File: src/hdl/skm_pkg.sv
// ----------------------------------------------------------------------------
// Swerve module kinematics package
// Shared widths, CORDIC constants and register indexes for the swerve
// module kinematics datapath.
// ----------------------------------------------------------------------------
package skm_pkg;

    // CORDIC iterations, one pipeline stage each.
    localparam int ITER = 16;

    // Angle accumulator: 2^20 units per turn, with headroom and sign.
    localparam int ANG_W = 22;

    // Rotation CORDIC datapath (translation rotated into the robot frame).
    localparam int ROT_W = 27;

    // Wheel velocity components, Q.16 metres per second.
    localparam int WV_W = 26;

    // Vectoring CORDIC datapath.
    localparam int VEC_W = 28;

    // Wheel speed magnitude, Q.16 metres per second, unsigned.
    localparam int MAG_W = 25;

    // Wheel offset from the centre of rotation, mm/256.
    localparam int R_W = 22;

    // Turn contribution to a wheel velocity component.
    localparam int TT_W = 24;

    // Quotient bits of the speed scaling divider.
    localparam int QB_W = 15;

    // Register stages inside the vectoring unit.
    localparam int VEC_LAT = ITER + 3;

    localparam logic signed [ANG_W-1:0] FULL_TURN    = 22'sd1048576;
    localparam logic signed [ANG_W-1:0] HALF_TURN    = 22'sd524288;
    localparam logic signed [ANG_W-1:0] QUARTER_TURN = 22'sd262144;

    // Reciprocal of the CORDIC gain, Q.16.
    localparam logic [15:0] INV_GAIN = 16'd39797;

    // ceil(2^35 / 125), exact for the dividend range in use.
    localparam logic [28:0] RECIP_125 = 29'd274877907;

    // Configuration register indexes.
    localparam logic [1:0] REG_DEADBAND    = 2'd0;
    localparam logic [1:0] REG_MAX_SPEED   = 2'd1;
    localparam logic [1:0] REG_WHEEL_BASE  = 2'd2;
    localparam logic [1:0] REG_TRACK_WIDTH = 2'd3;

    // Arctangent of 2^-idx in 2^20 units per turn.
    function automatic logic signed [ANG_W-1:0] atan_step(input int idx);
        logic signed [ANG_W-1:0] r;
        unique case (idx)
            0:       r = 22'sd131072;
            1:       r = 22'sd77376;
            2:       r = 22'sd40884;
            3:       r = 22'sd20753;
            4:       r = 22'sd10417;
            5:       r = 22'sd5213;
            6:       r = 22'sd2607;
            7:       r = 22'sd1304;
            8:       r = 22'sd652;
            9:       r = 22'sd326;
            10:      r = 22'sd163;
            11:      r = 22'sd81;
            12:      r = 22'sd41;
            13:      r = 22'sd20;
            14:      r = 22'sd10;
            default: r = 22'sd5;
        endcase
        return r;
    endfunction

endpackage

File: src/hdl/skm_vector.sv
// ----------------------------------------------------------------------------
// Swerve module kinematics vectoring unit
// Pipelined CORDIC that turns one wheel velocity vector into a steering
// angle and a gain-corrected speed magnitude.
// ----------------------------------------------------------------------------
module skm_vector (
    input  logic                             clk,
    input  logic                             en,
    input  logic signed [skm_pkg::WV_W-1:0]  x_in,
    input  logic signed [skm_pkg::WV_W-1:0]  y_in,
    output logic [15:0]                      ang_out,
    output logic [skm_pkg::MAG_W-1:0]        mag_out
);
    import skm_pkg::*;

    logic signed [VEC_W-1:0] x_reg [0:ITER];
    logic signed [VEC_W-1:0] y_reg [0:ITER];
    logic signed [ANG_W-1:0] z_reg [0:ITER];
    logic                    zero_reg [0:ITER+2];
    logic [VEC_W+14:0]       prod_reg;
    logic [15:0]             ang_reg;
    logic [15:0]             ang_out_reg;
    logic [MAG_W-1:0]        mag_out_reg;

    logic signed [ANG_W-1:0] z_rnd;
    logic [VEC_W+15:0]       mag_rnd;

    // Angle rounded to 16 bits, taken modulo one turn.
    assign z_rnd   = z_reg[ITER] + 22'sd8;
    assign mag_rnd = {1'b0, prod_reg} + (VEC_W+16)'(32768);

    always_ff @(posedge clk)
    begin
        if (en)
        begin
            // A vector in the left half plane is turned round by half a turn.
            zero_reg[0] <= (x_in == '0) && (y_in == '0);
            if (x_in < 0)
            begin
                x_reg[0] <= -VEC_W'(x_in);
                y_reg[0] <= -VEC_W'(y_in);
                z_reg[0] <= HALF_TURN;
            end
            else
            begin
                x_reg[0] <= VEC_W'(x_in);
                y_reg[0] <= VEC_W'(y_in);
                z_reg[0] <= '0;
            end

            for (int i = 0; i < ITER; i++)
            begin
                if (y_reg[i] > 0)
                begin
                    x_reg[i+1] <= x_reg[i] + (y_reg[i] >>> i);
                    y_reg[i+1] <= y_reg[i] - (x_reg[i] >>> i);
                    z_reg[i+1] <= z_reg[i] + atan_step(i);
                end
                else
                begin
                    x_reg[i+1] <= x_reg[i] - (y_reg[i] >>> i);
                    y_reg[i+1] <= y_reg[i] + (x_reg[i] >>> i);
                    z_reg[i+1] <= z_reg[i] - atan_step(i);
                end
                zero_reg[i+1] <= zero_reg[i];
            end

            // The final x is never negative, so the gain product is unsigned.
            prod_reg           <= (VEC_W+15)'(x_reg[ITER][VEC_W-2:0]) * (VEC_W+15)'(INV_GAIN);
            ang_reg            <= z_rnd[19:4];
            zero_reg[ITER+1]   <= zero_reg[ITER];

            mag_out_reg        <= zero_reg[ITER+1] ? '0 : mag_rnd[16 +: MAG_W];
            ang_out_reg        <= zero_reg[ITER+1] ? '0 : ang_reg;
            zero_reg[ITER+2]   <= zero_reg[ITER+1];
        end
    end

    assign ang_out = ang_out_reg;
    assign mag_out = mag_out_reg;

endmodule

File: config.mk
export PLATFORM = sky130hd
export DESIGN_NAME = skm_vector
export DESIGN_NICKNAME = d
export VERILOG_FILES = /design/src/hdl/skm_pkg.sv /design/src/hdl/skm_vector.sv
export SDC_FILE = /design/constraint.sdc
export NUM_CORES = 2
export LEC_CHECK = 0
export BUFFER_PORTS_ARGS = -buffer_cell sky130_fd_sc_hd__buf_4
export CORE_MARGIN = 2
export CORE_UTILIZATION = 50
export DETAILED_ROUTE_END_ITERATION = 6
export PLACE_DENSITY = 0.68
export REMOVE_ABC_BUFFERS = 1
export SLEW_MARGIN = 5
export SYNTH_ARGS = -nofsm -noshare
export SYNTH_HDL_FRONTEND = slang
export SYNTH_SLANG_ARGS = --single-unit
export TNS_END_PERCENT = 1
File: constraint.sdc
create_clock -name clk -period 6.6 [get_ports clk]
set_clock_uncertainty 0.05 [all_clocks]
set_input_delay 1.32 -clock clk [delete_from_list [all_inputs] [get_ports clk]]
set_output_delay 1.32 -clock clk [all_outputs]
set_load 0.02 [all_outputs]
# --- Yosys cells after proc, flatten, opt, wreduce, memory -nomap -nowiden ---
# Memories as Yosys holds them, arrays and structs flattened.
# Cells that the tools add are included.
# Widths: inputs -> output; s select.
word_totals:
  reg_bits: 98
  latchBits: 0
  ramBits: 1345
  rom_bits: 0
  inputBits: 54
  out_inout_bits: 41
  elab_cells: 398
  memories: 4
mem_list:
  columns: ["name", "words", "width", "read_ports", "rd_clocked_by_memory_dff", "wr", "line_no", "rtl"]
  rows:
  - ["x_reg", 17, 28, 17, 0, 17, "skm_vector.sv:16", "logic signed [VEC_W-1:0] x_reg [0:ITER];"]
  - ["y_reg", 17, 28, 16, 0, 17, "skm_vector.sv:17", "logic signed [VEC_W-1:0] y_reg [0:ITER];"]
  - ["z_reg", 17, 22, 17, 0, 17, "skm_vector.sv:18", "logic signed [ANG_W-1:0] z_reg [0:ITER];"]
  - ["zero_reg", 19, 1, 18, 0, 19, "skm_vector.sv:19", "logic zero_reg [0:ITER+2];"]
classes:
  n_addsub: 99
  mul: 1
  div: 0
  magnitude_cmp: 17
  n_eq_ne: 0
  shifts: 0
  mux: 219
  bitwise: 51
  n_reduce_logical: 3
op_table:
  columns: ["cell", "n"]
  rows:
  - ["$mux 22", 81]
  - ["$mux 28", 34]
  - ["$gt 28x1->1 const B", 16]
  - ["$add 22x22->22", 16]
  - ["$sub 22x22->22", 16]
  - ["$mux 1", 104]
  - ["$add 28x13->28", 2]
  - ["$add 28x14->28", 2]
  - ["$add 28x15->28", 2]
  - ["$add 28x16->28", 2]
  - ["$add 28x17->28", 2]
  - ["$add 28x18->28", 2]
  - ["$add 28x19->28", 2]
  - ["$add 28x20->28", 2]
  - ["$add 28x21->28", 2]
  - ["$add 28x22->28", 2]
  - ["$add 28x23->28", 2]
  - ["$add 28x24->28", 2]
  - ["$add 28x25->28", 2]
  - ["$add 28x26->28", 2]
  - ["$add 28x27->28", 2]
  - ["$neg 26->28", 2]
  - ["$sub 28x13->28", 2]
  - ["$sub 28x14->28", 2]
  - ["other kinds (22)", 87]

# --- Depth between registers and ports, before layout ---
depth:
  word_depth: 5
  mapped_depth: 26
  ltp_nobuf: 23

# --- Least setup slack after synthesis ---
# Ideal clock, no wire load.
synth_path:
  path_kind: "register to register"
  startpoint: "memory x_reg[16][7]"
  endpoint: "register prod_reg[40], data pin"
  setup_time_ns: 0.260
  arrival_time_ns: 5.845
  required_time_ns: 6.290
  path_slack_ns: 0.445
  stages_incl_launch_ff: 22
  path_buffers: 0
  period_less_slack_ns: 6.155
  cell_sequence: "edfxtp_1 inv_1 fa_1 fa_1 inv_1 fa_1 fa_1 fa_1 inv_1 fa_1 inv_1 ha_1 nand2_1 nand2_1 o2111ai_1 nor4_1 o2111ai_1 a21oi_1 nor2_1 o311ai_0 a21oi_1 xnor2_1"
synth_rtl:
  columns: ["element", "line_no", "rtl"]
  rows:
  - ["from (decl)", "skm_vector.sv:16", null]
  - ["to (signal assigned)", "skm_vector.sv:69", "prod_reg <= (VEC_W+15)'(x_reg[ITER][VEC_W-2:0]) * (VEC_W+15)'(INV_GAIN);"]
  - ["to (decl)", "skm_vector.sv:20", "logic [VEC_W+14:0] prod_reg;"]

==> qor.yml <==
layout:
  fin_util_pct: 54.8
  largest_reg_flops: 474
  final_nets: 13400
  final_layout_size_suffix_gt1_share_pct: 5.57
  syn_to_final_growth_pct: 9.23
  fillers: 19700
grt:
  grt_pass1_vias: 86400
  grt-ovfl-total: 0
  antenna_found_initial: 6
  grt_usage_pct: 26.4
  grt_max_degree: 165
  grt_pass1_wl_mm: 482
routing:
  drtIter0Drc: 6677
  antenna_left: 0
  via_per_inst: 5.90
  avgRoutedWirePerCell_um: 20.7
  drcViolationCount: 0
  drt-pass1-iter-count: 6
  routed_wl_mm: 309
  vias: 88100
synthesis:
  synthCells: 11600
  ys_top_cells_by_area: "edfxtp_1 (34%), ha_1 (15%), xnor2_1 (7.8%)"
  synth.cells.most_frequent: "ha_1 (1,304), edfxtp_1 (1,288), xnor2_1 (1,004)"
  synth_top_area_cell: "edfxtp_1"
  netlist_area_um2: 112000
  yosys_warnings: 0
  ys_seq_elements: 1288
  synth_edf_count: 1288
  dominantRegCellSynth: "edfxtp_1"
  yosysUniqueCellTypes: 94
  synth_top_area_share_pct: 34.4
  yosysSeqAreaShare_pct: 34.4
  async_reset_ff_share_pct: 0
  synth_most_common_cell: "ha_1"
  avgSynthCellArea_um2: 9.71
timing:
  fin_setup_tns_ns: 0
  worstMarginPinSlew_ns: 1.40
  hold_viol_final: 0
  fin_crit_ns: 6.34
  period_share_pct: 96.1
  rsz0062_at_grt: "true"
  drv_slew: 0
  setup_viol: 0
  max-slew-margin-rel_pct: 5.10
  fmax_ghz: 0.158
clock_tree:
  cts-buffers-inserted: 158
  clock-sinks: 1288
  cts_setup_buffers: 0
  h-tree-depth: 4
  path_clk_slew_ns: 0.06
  clk_latency_ns: 0.83
  root_buffer: "clkbuf_16"
  cts_tree: "built"
  clockBufferDepth: 3
  postCtsHoldBufs: 0
critical_path:
  crit_fanout: 16
  worstPathRequired_ns: 7.20
  startpoint: "y_reg[3][7]"
  arrival_ns: 6.94
  regToRegStartpoint: "y_reg[3][7]"
  worst_setup_path_start_kind: "flop"
  worstSetupPathType: "flop to flop"
  end_kind: "flop"
outcome:
  status: "complete, no violations"
floorplanning:
  core_area_um2: 224000
  ios: 95
  die-area_um2: 229000
  die_h_um: 478
  start_util_pct: 50.2
  placementRows: 174
  die_x_um: 478
worst_hold_path:
  holdCritStartpoint: "z_reg[7][2]"
  hold_class: "flop to flop"
job:
  cap_viol_max_count: 0
place:
  gp_congestion: 0.959
  portBuffers: 94
  hpwlAfterDp_mm: 247
==> cells by family after synthesis <==
| logic type | after synthesis | share of synthesized area (%) |
|---|---|---|
| adders and majority gates | 1530 | 18.5 |
| xor gates and xnor gates | 1575 | 12.3 |
| DFF | 1288 | 34.4 |
| buffers and inverters | 934 | 3.19 |
| muxes | 68 | 0.626 |
| and+or+nand+nor | 3079 | 13.4 |
| AOI/OAI and AO/OA | 3105 | 17.6 |
==> critical path, stage by stage (launching register included) <==
cell and delay (ns):
edfxtp_1 0.47, or4_4 0.60, nor3_4 0.16, nor4b_4 0.28, and3b_2 0.30, nand3b_2 0.13, or4_4 0.53, nor4_4 0.28
o21ai_4 0.16, buf_4 0.25, ha_1 0.39, nor2b_1 0.08, o21ai_0 0.26, a21boi_0 0.20, o21ai_0 0.26, a21boi_0 0.16
o21ai_0 0.24, a21oi_1 0.16, o41ai_1 0.33, buf_4 0.20, or4b_2 0.58, o211ai_1 0.11
==> layout make-up <==
type / instances / area, um^2 / share of cell area [%]
diodes: 2 / 5.00 / 0.00407
multi-input cells: 9357 / 70400 / 57.3
flip-flops and latches: 1288 / 38700 / 31.5
repair buffers: 269 / 2090 / 1.70
well taps: 2992 / 3740 / 3.05
clock buffers: 183 / 4110 / 3.35
clock inverters: 108 / 1100 / 0.899
inverters: 738 / 2770 / 2.26
==> cells in the final DEF, fill, tap and decap left out, types with 57 or more instances in the layout <==
master / count
and3_1: 99
nand2_1: 736
xnor2_1: 1004
o21ai_0: 645
ha_1: 1304
nor2b_1: 175
or3_1: 134
edfxtp_1: 1288
nand2b_1: 156
inv_1: 724
fa_1: 226
o21a_1: 159
clkbuf_16: 161
a21o_1: 393
a21oi_1: 932
o21bai_1: 133
o211ai_1: 57
nor2_1: 847
o41ai_1: 67
a31oi_1: 96
nand3_1: 214
nor3_1: 273
nor4_1: 81
buf_4: 263
a211oi_1: 86
nand4_1: 77
o31ai_1: 146
xor2_1: 571
==> per-stage QoR <==
stage                     worst slack (ns)  hold slack [ns]  instances  area [um^2]
after CTS                           0.0841            0.368      14900       123000
after detailed placement           -0.0863            0.355      14600       118000
after floorplan                     -0.361            0.350      11400       112000
final                                0.256            0.368      14900       123000
after global placement             0.00276            0.351      14600       118000
after global routing                -0.153            0.376      14900       123000
==> repair_timing <==
action / in CTS / in global routing
endpoints found under the setup margin: 1 / 22
cloned: 0 / 0
resized for setup: 1 / 22
==> per-layer routing <==
metal,share of wire [%],global-route usage [%],vias to the layer above
met1,43,33.4,42200
met4,5.2,12.5,0
li1,-,-,42900
met2,47,44.6,2329
met3,4.7,3.30,597
met5,0,0,-
==> final timing paths <==
| path | slack, ns | end | cells after the start |
|---|---|---|---|
| worst min register to register | 0.37 | z_reg[8][2] | 0 |
| worst min-delay path | 0.37 | z_reg[8][2] | 0 |
| worst max-delay path | 0.26 | z_reg[4][18] | 21 |
| worst max register to register | 0.26 | z_reg[4][18] | 21 |
Power is not shown: default switching activity piles up to over one toggle a cycle in this logic, so the estimate is an artifact.
